`src/design/bspc_pkg.sv`:
```
// Package for the button short/long press classifier.
// Holds widths, register indexes, reset values and the shared struct types.
// No dependencies; every other design file imports it.
package bspc_pkg;

   // Number of tracked buttons; only the first PRESS_WIDTH can ever be pressed.
   localparam int BUTTONS     = 8;
   localparam int PRESS_WIDTH = 8;
   // One event slot per button that can fire, at most eight per poll.
   localparam int EVENT_SLOTS = 8;

   localparam int TIME_W   = 32;
   localparam int THRESH_W = 16;
   localparam int ID_W     = 8;
   localparam int INDEX_W  = 3;
   localparam int CSR_IDX_W  = 2;
   localparam int CSR_DATA_W = 16;

   localparam logic [ID_W-1:0]     UNPAIRED_ID      = 8'hFF;
   localparam logic [THRESH_W-1:0] LONG_PRESS_RESET = 16'd800;
   localparam logic [THRESH_W-1:0] DEBOUNCE_RESET   = 16'd50;

   // Configuration register indexes.
   typedef enum logic [CSR_IDX_W-1:0] {
      CSR_LONG_PRESS = 2'd0,
      CSR_DEBOUNCE   = 2'd1,
      CSR_NODE_ID    = 2'd2
   } csr_index_type;

   // Kind of press event.
   localparam logic KIND_SHORT = 1'b0;
   localparam logic KIND_LONG  = 1'b1;

   // Configuration bundle handed to the button lanes.
   typedef struct packed {
      logic [THRESH_W-1:0] long_limit;
      logic [THRESH_W-1:0] short_limit;
      logic [ID_W-1:0]     node_id;
   } cfg_type;

   // Events produced by one poll: a hit bit and a kind bit per slot.
   typedef struct packed {
      logic [EVENT_SLOTS-1:0] hit;
      logic [EVENT_SLOTS-1:0] long_kind;
   } events_type;

endpackage

```
`src/design/bspc_if.sv`:
```
// Channel interfaces for the button press classifier: poll, event and register write.
// Depends on bspc_pkg for field widths.
interface bspc_req_if;
   import bspc_pkg::*;
   logic                   valid;
   logic                   ready;
   logic [TIME_W-1:0]      now_ms;
   logic [PRESS_WIDTH-1:0] buttons_pressed;
   modport source (output valid, output now_ms, output buttons_pressed, input ready);
   modport sink   (input valid, input now_ms, input buttons_pressed, output ready);
endinterface

interface bspc_rsp_if;
   import bspc_pkg::*;
   logic               valid;
   logic               ready;
   logic [ID_W-1:0]    source_id;
   logic [INDEX_W-1:0] button_index;
   logic               press_kind;
   logic               last_event;
   modport source (output valid, output source_id, output button_index,
                   output press_kind, output last_event, input ready);
   modport sink   (input valid, input source_id, input button_index,
                   input press_kind, input last_event, output ready);
endinterface

interface bspc_csr_if;
   import bspc_pkg::*;
   logic                  valid;
   logic                  ready;
   logic [CSR_IDX_W-1:0]  index;
   logic [CSR_DATA_W-1:0] data;
   modport source (output valid, output index, output data, input ready);
   modport sink   (input valid, input index, input data, output ready);
endinterface

```
`src/design/bspc_lanes.sv`:
```
// Per-button state and classification: one lane per button, all in parallel.
// Depends on bspc_pkg for widths and the cfg_type and events_type structs.
module bspc_lanes
   import bspc_pkg::*;
(
   input  logic                   clock,
   input  logic                   reset,
   input  logic                   advance_i,
   input  logic [TIME_W-1:0]      now_ms_i,
   input  logic [PRESS_WIDTH-1:0] pressed_i,
   input  cfg_type                cfg_i,
   output events_type             events_o
);

   logic [BUTTONS-1:0] was_pressed_ff;
   logic [BUTTONS-1:0] was_pressed_in;
   logic [BUTTONS-1:0] long_done_ff;
   logic [BUTTONS-1:0] long_done_in;
   logic [TIME_W-1:0]  press_start_ff [BUTTONS];

   logic [BUTTONS-1:0] lane_pressed;
   logic [BUTTONS-1:0] lane_begin;
   logic [BUTTONS-1:0] lane_long;
   logic [BUTTONS-1:0] lane_short;
   logic [EVENT_SLOTS-1:0] slot_hit;
   logic [EVENT_SLOTS-1:0] slot_long;

   for (genvar i = 0; i < BUTTONS; i++) begin : g_lane
      logic [TIME_W-1:0] held;

      // Buttons past the input vector never read as pressed.
      if (i < PRESS_WIDTH) begin : g_pin
         assign lane_pressed[i] = pressed_i[i];
      end else begin : g_nopin
         assign lane_pressed[i] = 1'b0;
      end

      // Held time wraps modulo 2^32.
      assign held = now_ms_i - press_start_ff[i];

      assign lane_begin[i] = lane_pressed[i] && !was_pressed_ff[i];
      assign lane_long[i]  = lane_pressed[i] && was_pressed_ff[i] && !long_done_ff[i] &&
                             (held >= TIME_W'(cfg_i.long_limit));
      assign lane_short[i] = !lane_pressed[i] && was_pressed_ff[i] && !long_done_ff[i] &&
                             (held >= TIME_W'(cfg_i.short_limit));

      assign was_pressed_in[i] = lane_pressed[i];
      assign long_done_in[i]   = lane_begin[i] ? 1'b0 :
                                 (lane_long[i] ? 1'b1 : long_done_ff[i]);

      // Press start time is recorded on the poll where a press begins.
      always_ff @(posedge clock) begin
         if (advance_i && lane_begin[i]) begin
            press_start_ff[i] <= now_ms_i;
         end
      end
   end

   // Level and long-fired flags update once per poll.
   always_ff @(posedge clock) begin
      if (reset) begin
         was_pressed_ff <= '0;
         long_done_ff   <= '0;
      end else if (advance_i) begin
         was_pressed_ff <= was_pressed_in;
         long_done_ff   <= long_done_in;
      end
   end

   // Map lanes onto event slots; slots without a lane stay quiet.
   for (genvar j = 0; j < EVENT_SLOTS; j++) begin : g_slot
      if (j < BUTTONS) begin : g_used
         assign slot_hit[j]  = lane_long[j] || lane_short[j];
         assign slot_long[j] = lane_long[j];
      end else begin : g_unused
         assign slot_hit[j]  = 1'b0;
         assign slot_long[j] = 1'b0;
      end
   end

   assign events_o.hit       = slot_hit;
   assign events_o.long_kind = slot_long;

endmodule

```
`src/design/button_short_long_press_classifier_top.sv`:
```
// Channel   | Direction | Handshake   | Contents
// req_if    | in        | valid/ready | now_ms, buttons_pressed (one poll)
// rsp_if    | out       | valid/ready | source_id, button_index, press_kind, last_event
// csr_if    | in        | valid/ready | index, data (register write, always ready)
//
// A poll is registered, classified from the input register and its events are parked
// in an event register; one event leaves per cycle while rsp_if is ready, so a poll
// with k events (1 to 8) takes k output handshakes. Polls without events pass at one
// per cycle. The event register is the limit: the next poll with events waits until
// the last event of the previous one is taken. Synchronous active-high reset clears the
// button level and long-fired flags and loads the register defaults.
//
// Top level of the button short/long press classifier.
// Depends on bspc_pkg, bspc_if.sv and bspc_lanes.
module button_short_long_press_classifier_top
   import bspc_pkg::*;
(
   input  logic       clock,
   input  logic       reset,
   bspc_req_if.sink   req_if,
   bspc_rsp_if.source rsp_if,
   bspc_csr_if.sink   csr_if
);

   cfg_type cfg_ff;

   logic                   s0_valid_ff;
   logic [TIME_W-1:0]      s0_now_ff;
   logic [PRESS_WIDTH-1:0] s0_pressed_ff;
   logic                   s0_advance;

   events_type             lane_events;
   logic [EVENT_SLOTS-1:0] poll_mask;
   logic                   poll_any;

   logic                   pend_valid_ff;
   logic [EVENT_SLOTS-1:0] pend_mask_ff;
   logic [EVENT_SLOTS-1:0] pend_kind_ff;
   logic [ID_W-1:0]        pend_id_ff;
   logic [EVENT_SLOTS-1:0] pend_rest;
   logic [INDEX_W-1:0]     pend_idx;
   logic                   pend_last;
   logic                   pend_free;
   logic                   pend_load;
   logic                   rsp_fire;

   // Register writes; unknown indexes are dropped.
   assign csr_if.ready = 1'b1;

   always_ff @(posedge clock) begin
      if (reset) begin
         cfg_ff.long_limit  <= LONG_PRESS_RESET;
         cfg_ff.short_limit <= DEBOUNCE_RESET;
         cfg_ff.node_id     <= UNPAIRED_ID;
      end else if (csr_if.valid) begin
         unique case (csr_if.index)
            CSR_LONG_PRESS: cfg_ff.long_limit  <= csr_if.data;
            CSR_DEBOUNCE:   cfg_ff.short_limit <= csr_if.data;
            CSR_NODE_ID:    cfg_ff.node_id     <= csr_if.data[ID_W-1:0];
            default: ;
         endcase
      end
   end

   // Input register: holds one poll until the lanes consume it.
   assign req_if.ready = !s0_valid_ff || s0_advance;

   always_ff @(posedge clock) begin
      if (reset) begin
         s0_valid_ff <= 1'b0;
      end else if (req_if.ready) begin
         s0_valid_ff <= req_if.valid;
      end
   end

   always_ff @(posedge clock) begin
      if (req_if.valid && req_if.ready) begin
         s0_now_ff     <= req_if.now_ms;
         s0_pressed_ff <= req_if.buttons_pressed;
      end
   end

   bspc_lanes u_lanes (
      .clock     (clock),
      .reset     (reset),
      .advance_i (s0_advance),
      .now_ms_i  (s0_now_ff),
      .pressed_i (s0_pressed_ff),
      .cfg_i     (cfg_ff),
      .events_o  (lane_events)
   );

   // While unpaired the state still moves but no event is queued.
   assign poll_mask = (cfg_ff.node_id == UNPAIRED_ID) ? '0 : lane_events.hit;
   assign poll_any  = |poll_mask;

   // Serializer: the lowest pending slot leaves first.
   always_comb begin
      pend_idx = '0;
      for (int i = EVENT_SLOTS - 1; i >= 0; i--) begin
         if (pend_mask_ff[i]) begin
            pend_idx = INDEX_W'(i);
         end
      end
   end

   assign pend_rest = pend_mask_ff & (pend_mask_ff - EVENT_SLOTS'(1));
   assign pend_last = (pend_rest == '0);
   assign rsp_fire  = rsp_if.valid && rsp_if.ready;
   assign pend_free = !pend_valid_ff || (rsp_if.ready && pend_last);

   assign s0_advance = s0_valid_ff && (!poll_any || pend_free);
   assign pend_load  = s0_advance && poll_any;

   // Event register between the lanes and the result channel.
   always_ff @(posedge clock) begin
      if (reset) begin
         pend_valid_ff <= 1'b0;
      end else if (pend_load) begin
         pend_valid_ff <= 1'b1;
      end else if (rsp_fire && pend_last) begin
         pend_valid_ff <= 1'b0;
      end
   end

   always_ff @(posedge clock) begin
      if (pend_load) begin
         pend_mask_ff <= poll_mask;
         pend_kind_ff <= lane_events.long_kind;
         pend_id_ff   <= cfg_ff.node_id;
      end else if (rsp_fire) begin
         pend_mask_ff <= pend_rest;
      end
   end

   assign rsp_if.valid        = pend_valid_ff;
   assign rsp_if.source_id    = pend_id_ff;
   assign rsp_if.button_index = pend_idx;
   assign rsp_if.press_kind   = pend_kind_ff[pend_idx] ? KIND_LONG : KIND_SHORT;
   assign rsp_if.last_event   = pend_last;

   // A parked transaction always has at least one event left.
   a_pend_nonempty: assert property (@(posedge clock) disable iff (reset)
      pend_valid_ff |-> (pend_mask_ff != '0))
      else $error("event register valid with no pending event");

   // No event is ever sent from an unpaired device.
   a_no_unpaired: assert property (@(posedge clock) disable iff (reset)
      rsp_if.valid |-> (rsp_if.source_id != UNPAIRED_ID))
      else $error("event sent with unpaired device id");

   // Taking the last event empties the register unless a new poll moves in.
   a_last_drains: assert property (@(posedge clock) disable iff (reset)
      (rsp_fire && pend_last && !pend_load) |=> !pend_valid_ff)
      else $error("event register still valid after its last event");

   // A poll that cannot move on stays in the input register.
   a_s0_holds: assert property (@(posedge clock) disable iff (reset)
      (s0_valid_ff && !s0_advance) |=> (s0_valid_ff && $stable(s0_now_ff)))
      else $error("stalled poll lost from the input register");

   // A new poll with events never overwrites events still waiting.
   a_no_overwrite: assert property (@(posedge clock) disable iff (reset)
      (pend_load && pend_valid_ff) |-> (rsp_fire && pend_last))
      else $error("pending events overwritten");

endmodule
```
`src/flat_wrapper.sv`:
```
// flat-port wrapper written by rule: the top's interface ports become plain ports
module button_short_long_press_classifier_top_flat import bspc_pkg::*;
  (clock, reset, req_if_valid, req_if_now_ms, req_if_buttons_pressed, req_if_ready, rsp_if_valid, rsp_if_source_id, rsp_if_button_index, rsp_if_press_kind, rsp_if_last_event, rsp_if_ready, csr_if_valid, csr_if_index, csr_if_data, csr_if_ready);
  bspc_req_if req_if_i ();
  bspc_rsp_if rsp_if_i ();
  bspc_csr_if csr_if_i ();
  input  logic clock;
  input  logic reset;
  input wire logic [$bits(req_if_i.valid)-1:0] req_if_valid;
  input wire logic [$bits(req_if_i.now_ms)-1:0] req_if_now_ms;
  input wire logic [$bits(req_if_i.buttons_pressed)-1:0] req_if_buttons_pressed;
  output wire logic [$bits(req_if_i.ready)-1:0] req_if_ready;
  output wire logic [$bits(rsp_if_i.valid)-1:0] rsp_if_valid;
  output wire logic [$bits(rsp_if_i.source_id)-1:0] rsp_if_source_id;
  output wire logic [$bits(rsp_if_i.button_index)-1:0] rsp_if_button_index;
  output wire logic [$bits(rsp_if_i.press_kind)-1:0] rsp_if_press_kind;
  output wire logic [$bits(rsp_if_i.last_event)-1:0] rsp_if_last_event;
  input wire logic [$bits(rsp_if_i.ready)-1:0] rsp_if_ready;
  input wire logic [$bits(csr_if_i.valid)-1:0] csr_if_valid;
  input wire logic [$bits(csr_if_i.index)-1:0] csr_if_index;
  input wire logic [$bits(csr_if_i.data)-1:0] csr_if_data;
  output wire logic [$bits(csr_if_i.ready)-1:0] csr_if_ready;
  assign req_if_i.valid = req_if_valid;
  assign req_if_i.now_ms = req_if_now_ms;
  assign req_if_i.buttons_pressed = req_if_buttons_pressed;
  assign req_if_ready = req_if_i.ready;
  assign rsp_if_valid = rsp_if_i.valid;
  assign rsp_if_source_id = rsp_if_i.source_id;
  assign rsp_if_button_index = rsp_if_i.button_index;
  assign rsp_if_press_kind = rsp_if_i.press_kind;
  assign rsp_if_last_event = rsp_if_i.last_event;
  assign rsp_if_i.ready = rsp_if_ready;
  assign csr_if_i.valid = csr_if_valid;
  assign csr_if_i.index = csr_if_index;
  assign csr_if_i.data = csr_if_data;
  assign csr_if_ready = csr_if_i.ready;
  button_short_long_press_classifier_top u_core (.clock(clock), .reset(reset), .req_if(req_if_i), .rsp_if(rsp_if_i), .csr_if(csr_if_i));
endmodule
```
`config.mk`:
```
export PLATFORM = sky130hd
export DESIGN_NAME = button_short_long_press_classifier_top_flat
export DESIGN_NICKNAME = d
export VERILOG_FILES = /design/src/design/bspc_pkg.sv /design/src/design/bspc_if.sv /design/src/design/bspc_lanes.sv /design/src/design/button_short_long_press_classifier_top.sv /design/src/flat_wrapper.sv
export SDC_FILE = /design/constraint.sdc
export NUM_CORES = 1
export LEC_CHECK = 0
export ABC_AREA = 0
export BUFFER_PORTS_ARGS = -buffer_cell sky130_fd_sc_hd__buf_4
export CAP_MARGIN = 20
export CORE_ASPECT_RATIO = 0.5
export CORE_MARGIN = 4
export CORE_UTILIZATION = 40
export DETAILED_ROUTE_END_ITERATION = 8
export SYNTH_ARGS = -nofsm -noshare
export SYNTH_HDL_FRONTEND = slang
export SYNTH_SLANG_ARGS = --single-unit
export TNS_END_PERCENT = 100
```
`constraint.sdc`:
```
create_clock -name clock -period 8.6 [get_ports clock]
set_input_delay 0.86 -clock clock [delete_from_list [all_inputs] [get_ports clock]]
set_output_delay 0.86 -clock clock [all_outputs]
set_load 0.05 [all_outputs]
```
### Yosys cells after proc, flatten, opt, wreduce, memory -nomap -nowiden

Memory sizes are Yosys's and may differ from the RTL's.
Cells that the tools add are included.

* memory bits (writable): 256
* bits in registers: 122
* memories kept: 1

Memories
* u_core.u_lanes.press_start_ff: depth 8, width 32, read ports 8, clocked after memory_dff 0, wr ports 8, RTL line bspc_lanes.sv:19 `logic [TIME_W-1:0] press_start_ff [BUTTONS];`

* $add $sub $neg: 9
* mux-type cells: 48
* magnitude comparators: 17
* bitwise gates (word level): 1
* reductions and logical operators: 132
* eq/ne operators: 3

Operators by type and width (number)
* 32-bit by 16-bit >= comparator with 1-bit output: 16
* 32-bit subtractor: 8
* 1-bit logical AND: 70
* 1-bit 2-to-1 mux: 36
* 1-bit zero test: 27
* 3-bit 2-to-1 mux: 8
* 8-bit 2-to-1 mux: 3
* 2-bit AND reduction: 11
* 2-bit nonzero test: 10
* 1-bit logical OR: 11
* 8-bit bitwise AND: 1
* 8-bit == test (second input constant): 1
* 8-bit zero test: 1
* 8-bit OR reduction: 1
* 8-bit by 1-bit subtractor with 8-bit output (second input constant): 1
* 3-bit by 4-bit < comparator with 1-bit output (second input constant): 1
* 1-bit binary-select mux with 3-bit select: 1
* 2-bit by 1-bit == test with 1-bit output (second input constant): 1
* 2-bit == test (second input constant): 1
* 2-bit zero test: 1

### Logic depth before layout (Yosys ltp)

Gate-level depths: netlist of the first run.

* depth in word-level cells: 13
* gate-level depth with buffers: 23
* mapped depth without buffers: 21

### Hierarchy

Synthesis of the first run repeated with hierarchy kept, for this count alone.

* cell total of the unflattened synthesis: 3777
* area, all modules: 33741.1 um^2

Modules (own cells, without submodules)
* bspc_lanes: seq. area each 8007.7 um^2, area each 29773.6 um^2, cells each 3439, instances 1
* button_short_long_press_classifier_top: seq. area each 2762.6 um^2, area each 3967.6 um^2, cells each 338, instances 1

### Worst setup path before layout of the first run

Ideal clock, no wire load.

* path kind: reg-to-reg
* start: reg u_core.s0_now_ff[1]
* end: mem u_core.u_lanes.press_start_ff[0][0] (enable)
* clock period less this slack: 7322 ps
* arrival time: 6861 ps
* library setup time: 461 ps
* path slack: 1278 ps
* cell stages (with the launch flop): 18
* data required time: 8139 ps
* cells stage by stage: edfxtp_1 inv_1 fa_1 nand2b_1 a21oi_1 nor2_1 o21ai_1 xor2_1 ha_1 or3_1 a221o_1 a21oi_1 o21ai_0 o41a_1 o41ai_4 a31oi_4 buf_6 nor3_1

RTL lines
* start, declared: RTL line button_short_long_press_classifier_top.sv:28 `logic [TIME_W-1:0] s0_now_ff;`
* start signal, assigned: RTL line button_short_long_press_classifier_top.sv:78 `s0_now_ff <= req_if.now_ms;`
* end, declared: RTL line bspc_lanes.sv:19

### Worst setup path after layout of the first run

* start: reg u_core.s0_now_ff[1]
* end: out req_if_ready

* longest elaborated chain between the ends: 10
* elaborated cells between the ends (all ways): 54
* classes of those cells: add/sub (8); order compare (16); mux (1); reduce/logical (29)

Ends and longest elaborated chain
* 32-bit subtractor: RTL line bspc_lanes.sv:39 `assign held = now_ms_i - press_start_ff[i];`
* 32-bit by 16-bit >= comparator with 1-bit output, on equally long branches: RTL line bspc_lanes.sv:43, bspc_lanes.sv:45
* 1-bit logical AND, on equally long branches: RTL line bspc_lanes.sv:42, bspc_lanes.sv:44
* 1-bit logical OR: RTL line bspc_lanes.sv:73 `assign slot_hit[j] = lane_long[j] || lane_short[j];`
* 8-bit 2-to-1 mux (*): RTL line button_short_long_press_classifier_top.sv:94 `assign poll_mask = (cfg_ff.node_id == UNPAIRED_ID) ? '0 : lane_events.hit;`
* 8-bit OR reduction (*): RTL line button_short_long_press_classifier_top.sv:95 `assign poll_any = |poll_mask;`
* 1-bit zero test (*): RTL line button_short_long_press_classifier_top.sv:112 `assign s0_advance = s0_valid_ff && (!poll_any || pend_free);`
* 1-bit logical OR (*): RTL line button_short_long_press_classifier_top.sv:112
* 1-bit logical AND (*): RTL line button_short_long_press_classifier_top.sv:112
* 1-bit logical OR (*): RTL line button_short_long_press_classifier_top.sv:66 `assign req_if.ready = !s0_valid_ff || s0_advance;`
* end, declared: RTL line flat_wrapper.sv:12 `output wire logic [$bits(req_if_i.ready)-1:0] req_if_ready;`

Every way passes the cells marked *; elsewhere a longest branch is shown, timed or not.

==> flow_summary.yaml, run 1 <==
timing:
  slew_viol_final: 0
  worst_pin_slew_ps: 1110
  fmax_ghz: 0.1352
  fin_tns_setup_ps: 0
  hold_violations: 0
  fin_skew_ps: 35.68
  final.period_utilization: 0.8602
  rsz0062_at_grt: "no"
  min_period_ps: 7398
  setup_viol: 0
  relSlewSlack: 0.2600
clock_tree:
  cts_inserted_buffers: 43
  post_cts_buffers: 0
  cts_tree: "yes"
  clk_latency_ps: 610
  cts_sinks: 378
  holdBufCountCts: 0
  clk_pin_slew_ps: 70
  htree_levels: 2
  cts_max_path_buffers: 3
  cts.repair.resized: 0
  root_buffer: "clkbuf_16"
floorplan:
  dieHeight_um: 214.6
  initial_core_util: 0.4056
  dieArea_mm2: 0.09038
  coreArea_mm2: 0.08417
  die_w_um: 421.2
  pin_count: 79
  placementRows: 75
grt:
  grt_pass1_vias: 28524
  grt.total_usage: 0.2417
  grt_max_degree: 37
  grt_overflow: 0
  grt_antenna_before_repair: 6
  grt_pass1_wl_um: 171700
setup_path:
  cp_cell_sequence: "buf_4 > inv_1 > fa_1 > nand2b_1 > a21oi_1 > o311ai_1 > a21oi_1 > nor2_1 > xnor2_1 > ha_1 > a2111oi_0 > nand2_1 > a21oi_1 > a211o_1 > a22o_1 > a21o_1 > nand4_1 > o21ai_0 > buf_4 > or2_2 > buf_4"
  setup.worst_path.start_class: "flop"
  worstSetupPathType: "reg -> out"
  endpoint_kind: "output port"
  cp.required_ps: 7740
  worstPathMaxFanout: 17
  critPathMaxStageDelay_ps: 680
  crit_slowest_cell: "o311ai_1"
  crit_arrival_ps: 6540
detailed_routing:
  vias: 30750
  route.detailed.drc: 0
  drtIter0Drc: 3337
  wl_per_cell_um: 22.42
  ant_nets: 0
  drt_pass1_iterations: 6
  wirelength_um: 113900
  vias_per_cell: 6.050
placed_design:
  hpwl_um: 85040
  port_buffers: 77
  dpl-instance-area_mm2: 0.03627
  placedCellCount: 5004
  gp_congestion: 0.9412
yosys:
  synth_ff_type: "edfxtp_1"
  synth-edff-count: 320
  synth_nets: 4415
  synth_top_cell_by_area: "edfxtp_1"
  seq_area_frac_synth: 0.3154
  synth_cell_types: 103
  async_flop_share: 0
  synth_cells: 3840
  postSynthAreaPerCell_um2: 8.892
  synth_area_mm2: 0.03414
  yosysTopAreaCellShare: 0.2814
  ys_top_cells_by_area: "edfxtp_1, ha_1, a21oi_1, nand2_1, inv_1"
  ys.warnings.count: 0
  synth_seq_cells: 378
outcome:
  status: "finished clean"
cells_and_area:
  nets: 4509
  final_common_cell: "ha_1"
  drive_gt1_frac: 0.06731
  area_growth_pct: 10.36
  final_cells: 5083
  insertedDiodeCount: 0
  layout_common_cells: "ha_1, a21oi_1, nand2_1"
  fillCellCount: 8149
  final_area_mm2: 0.03768
hold_path:
  min_path_type: "in -> reg"
power_and_ir_drop:
  p_leak_nw: 15.89
  irDropWorstVdd_uv: 141.3
  powerDensity_mw_per_mm2: 183.6
job:
  maxCapViolCount: 0
Yosys cell counts, drive strengths merged (49+ instances only):
cell type and count:
nand2 367, clkbuf 72, o21ai 205, nor3 58, xnor2 108, nand2b 66
a21o 130, o21a 65, o211ai 50, nand4 89, edfxtp 320, nor2b 49
nand3 90, ha 504, a21oi 396, nor2 200, xor2 62, a211oi 56
inv 350, dfxtp 58
final timing paths:
check | from | endpoint | slack [ps] | depth (start not counted)
worst max-delay path | u_core.s0_now_ff[1]$_DFFE_PP_ | req_if_ready | 1200 | 21
worst min-delay path | req_if_buttons_pressed[1] | u_core.s0_pressed_ff[1]$_DFFE_PP_ | 430 | 1
worst max register to register | u_core.s0_now_ff[1]$_DFFE_PP_ | u_core.u_lanes.press_start_ff[0][127]$_DFFE_PP_ | 1510 | 21
worst min register to register | u_core.cfg_ff[36]$_SDFFE_PP0P_ | u_core.cfg_ff[36]$_SDFFE_PP0P_ | 460 | 2
metal layers:
layer | vias to the layer above | global-route usage | part of all wire
met1 | 14744 | 0.3501 | 0.46
met2 | 1263 | 0.3703 | 0.42
met5 | - | 0 | 0.00020
li1 | 14550 | - | -
met4 | 4 | 0.06938 | 0.029
met3 | 189 | 0.04003 | 0.084
per-stage QoR:
step                setup slack [ps]    util  power [mW]  hold slack, ps
floorplan                       1278       -       4.257           429.7
detailed placement              1718  0.4309       4.992           445.2
CTS                             1242  0.4475       6.917           394.0
finish                          1202  0.4477       6.919           427.9
global route                   791.0  0.4477       7.374           407.2
global placement                1806  0.4305       4.931           441.7
power by group:
group          switching [mW]  internal, mW
Clock                   0.829          1.06
Sequential             0.0900          2.16
Combinational            1.71          1.08
Total                    2.62          4.29
cell type report:
type | count | area (um2) | area share
clock inverters | 23 | 236.5 | 0.006276
multi-input cells | 3018 | 21710 | 0.5761
clock buffers | 55 | 1164 | 0.03088
flip-flops and latches | 378 | 10770 | 0.2858
inverters | 350 | 1314 | 0.03486
repair buffers | 143 | 1092 | 0.02899
well taps | 1116 | 1396 | 0.03706
flip-flops by register name, summed over array words and instances, names as in the netlist:
name and count:
u_core.rsp_if.valid 1, u_core.s0_now_ff 32, u_core.pend_kind_ff 8, u_core.u_lanes.was_pressed_ff 8
u_core.pend_mask_ff 8, u_core.cfg_ff 40, u_core.u_lanes.press_start_ff 256, u_core.s0_valid_ff 1
u_core.s0_pressed_ff 8, u_core.u_lanes.long_done_ff 8, u_core.rsp_if.source_id 8
cell families (layout without fill, tap and decap cells):
| family | count (synthesis) | count (layout) | share of synthesized area |
|---|---|---|---|
| AOI/OAI and AO/OA | 1219 | 1219 | 0.2355 |
| xor gates and xnor gates | 170 | 170 | 0.04361 |
| adders and majority gates | 514 | 514 | 0.1900 |
| buffers and inverters | 444 | 571 | 0.04998 |
| DFF | 378 | 378 | 0.3154 |
| muxes | 36 | 36 | 0.01066 |
| other | 1 | 1 | 0.0001098 |
| and+or+nand+nor | 1078 | 1078 | 0.1548 |
worst max-delay path, delay by kind of cell (launching register included):
family | cells | cell delay (ps)
flip-flops | 1 | 360
AO/OA/AOI/OAI | 9 | 2500
XOR/XNOR | 1 | 210
buffers and inverters | 4 | 1210
AND/OR/NAND/NOR | 5 | 1000
adder cells (fa/ha/maj) | 2 | 640
No activity file was read; power rests on OpenSTA's default activity.
==> run 2, diff against run 1 <==
--- a/config.mk
+++ b/config.mk
@@ -5,7 +5,7 @@
 export SDC_FILE = /design/constraint.sdc
 export NUM_CORES = 1
 export LEC_CHECK = 0
-export ABC_AREA = 0
+export ABC_AREA = 1
 export BUFFER_PORTS_ARGS = -buffer_cell sky130_fd_sc_hd__buf_4
 export CAP_MARGIN = 20
 export CORE_ASPECT_RATIO = 0.5
==> run 2 against run 1 <==
Against the previous run: cell area rose by 13%; synthesized area increased by 13%; critical path depth grew 5; non-clock buffer count fell by 17; setup slack improved by 1500 ps; sequential cell count stayed put; clock power rose by 4%; largest power group unchanged; hold slack improved by 12 ps; critical endpoint unchanged; via count up 20%; cell count up 45%; largest cell class unchanged; wire length rose by 20%.
==> flow_summary.yaml, run 2 <==
placed_design:
  hpwl_um: 105300
  port_buffers: 77
  placedCellCount: 7301
  gp_congestion: 0.9646
yosys:
  synth_area_mm2: 0.03874
  synth_cells: 5924
  synth_top_cell_by_area: "edfxtp_1"
  synth_ff_type: "edfxtp_1"
  synth-edff-count: 320
  ys_top_cells_by_area: "edfxtp_1, nand2_1, ha_1, inv_1, nor2_1"
  synth_cell_types: 49
  async_flop_share: 0
  synth_nets: 6499
  ys.warnings.count: 0
  seq_area_frac_synth: 0.2780
  synthMostInstantiatedCell: "nand2_1"
  yosysTopAreaCellShare: 0.2481
  synth_seq_cells: 378
  postSynthAreaPerCell_um2: 6.539
  synth_commonest_cells: "nand2_1, inv_1, ha_1"
clock_tree:
  htree_levels: 2
  cts.repair.resized: 0
  cts_inserted_buffers: 42
  post_cts_buffers: 0
  clk_latency_ps: 600
  cts_sinks: 378
  holdBufCountCts: 0
  cts_max_path_buffers: 3
  clk_pin_slew_ps: 70
  cts_tree: "yes"
  root_buffer: "clkbuf_16"
timing:
  rsz0062_at_grt: "no"
  hold_violations: 0
  fin_tns_setup_ps: 0
  fmax_ghz: 0.1685
  setup_viol: 0
  relSlewSlack: 0.2696
  slew_viol_final: 0
  fin_skew_ps: 21.02
  final.period_utilization: 0.6899
  min_period_ps: 5933
  worst_pin_slew_ps: 1087
cells_and_area:
  drive_gt1_frac: 0.05405
  regMostFlops: "u_core.u_lanes.press_start_ff"
  fillCellCount: 9877
  largest_reg_flops: 256
  reg_top3: "u_core.u_lanes.press_start_ff (256), u_core.cfg_ff (40), u_core.s0_now_ff (32)"
  layout_common_cells: "nand2_1, inv_1, ha_1"
  final_core_util: 0.4460
  area_growth_pct: 10.17
  nets: 6649
  final_common_cell: "nand2_1"
  final_cells: 7378
power_and_ir_drop:
  p_leak_nw: 23.62
  p_sw_frac: 0.3722
  p_int_mw: 4.007
  p_total_mw: 6.382
  power_frac_comb: 0.356
  irDropWorstVdd_uv: 126.1
  clkPwrFrac: 0.308
  power_switching_mw: 2.375
  seq_power_share: 0.335
  powerDensity_mw_per_mm2: 149.5
outcome:
  status: "finished clean"
floorplan:
  dieHeight_um: 228.1
  die_w_um: 448.1
  placementRows: 80
  pin_count: 79
  coreArea_mm2: 0.09569
  dieArea_mm2: 0.1022
  initial_core_util: 0.4048
setup_path:
  crit_slowest_cell: "edfxtp_1"
  endpoint_kind: "output port"
  worstPathMaxFanout: 11
  worstSetupPathType: "reg -> out"
  crit_top_cell: "nand2_1"
  cp.required_ps: 7740
  critPathMaxStageDelay_ps: 970
  crit_arrival_ps: 5070
  setup.worst_path.start_class: "flop"
detailed_routing:
  wl_per_cell_um: 18.49
  drt_pass1_iterations: 8
  vias_per_cell: 5.008
  route.detailed.drc: 0
  m1WireLength_um: 62030
  ant_nets: 0
  top_layer: "met5"
  drtIter0Drc: 3193
  wl_met2_um: 58050
  wirelength_um: 136400
  wl_met3_um: 9890
  vias: 36951
grt:
  grt_max_degree: 56
  grt_overflow: 0
  grt_pass1_vias: 34151
  grt_pass1_wl_um: 203300
  grt.total_usage: 0.2596
  grt_antenna_before_repair: 8
job:
  maxCapViolCount: 0
hold_path:
  min_path_type: "in -> reg"
## run 2: cell type report
type | instances | area [um2] | share of cell area
inverters | 1339 | 5026 | 0.1178
clock buffers | 52 | 1141 | 0.02674
well taps | 1271 | 1590 | 0.03726
diodes | 1 | 2.502 | 0.00005864
repair buffers | 126 | 1026 | 0.02404
clock inverters | 24 | 312.8 | 0.007329
flip-flops and latches | 378 | 10770 | 0.2524
multi-input cells | 4187 | 22810 | 0.5344
## run 2: cell families after synthesis
family                     share of synthesized area
AOI/OAI and AO/OA                            0.06440
and+or+nand+nor                               0.3298
DFF                                           0.2780
adders and majority gates                     0.1669
buffers and inverters                         0.1332
other                                     0.00009680
xor gates and xnor gates                     0.02758
## run 2: path summary, 6_finish.rpt
| path | slack [ps] | depth (start not counted) | endpoint | start |
|---|---|---|---|---|
| worst max register to register | 2860 | 28 | u_core.u_lanes.press_start_ff[1][61]$_DFFE_PP_ | u_core.s0_now_ff[2]$_DFFE_PP_ |
| worst min-delay path | 440 | 1 | u_core.s0_now_ff[13]$_DFFE_PP_ | req_if_now_ms[13] |
| worst min register to register | 450 | 0 | u_core.rsp_if.source_id[7]$_DFFE_PP_ | u_core.cfg_ff[7]$_SDFFE_PP1P_ |
| worst max-delay path | 2670 | 26 | req_if_ready | u_core.s0_now_ff[2]$_DFFE_PP_ |
## run 2: routing by layer
| metal | track usage | up-vias |
|---|---|---|
| li1 | - | 18772 |
| met1 | 0.3622 | 16719 |
| met2 | 0.4029 | 1197 |
| met3 | 0.03780 | 259 |
| met4 | 0.1043 | 4 |
| met5 | 0 | - |
## run 2: power groups by stage
stage / Clock [mW] / Combinational, mW / Sequential [mW]
after floorplan: 0 / 1.55 / 2.18
after global placement: 0 / 2.18 / 2.18
after detailed placement: 0 / 2.24 / 2.18
after CTS: 2.02 / 2.25 / 2.14
after global routing: 2.09 / 2.57 / 2.14
final: 1.97 / 2.28 / 2.14
## run 2: per-stage QoR
stage	area [um2]	hold WS, ps	worst slack [ps]
after floorplan	38740	408.2	3639
after global placement	41110	423.3	2657
after detailed placement	41220	431.0	2943
after CTS	42670	403.5	2688
after global routing	42670	413.3	2365
final	42680	440.3	2667
## run 2: worst max-delay path: cells and delay by family, from the launching register on
kind | cells | cell delay (ps)
AND/OR/NAND/NOR | 16 | 1430
adder cells (fa/ha/maj) | 2 | 620
flip-flops | 1 | 970
buffers and inverters | 3 | 640
XOR/XNOR | 1 | 280
AO/OA/AOI/OAI | 4 | 520
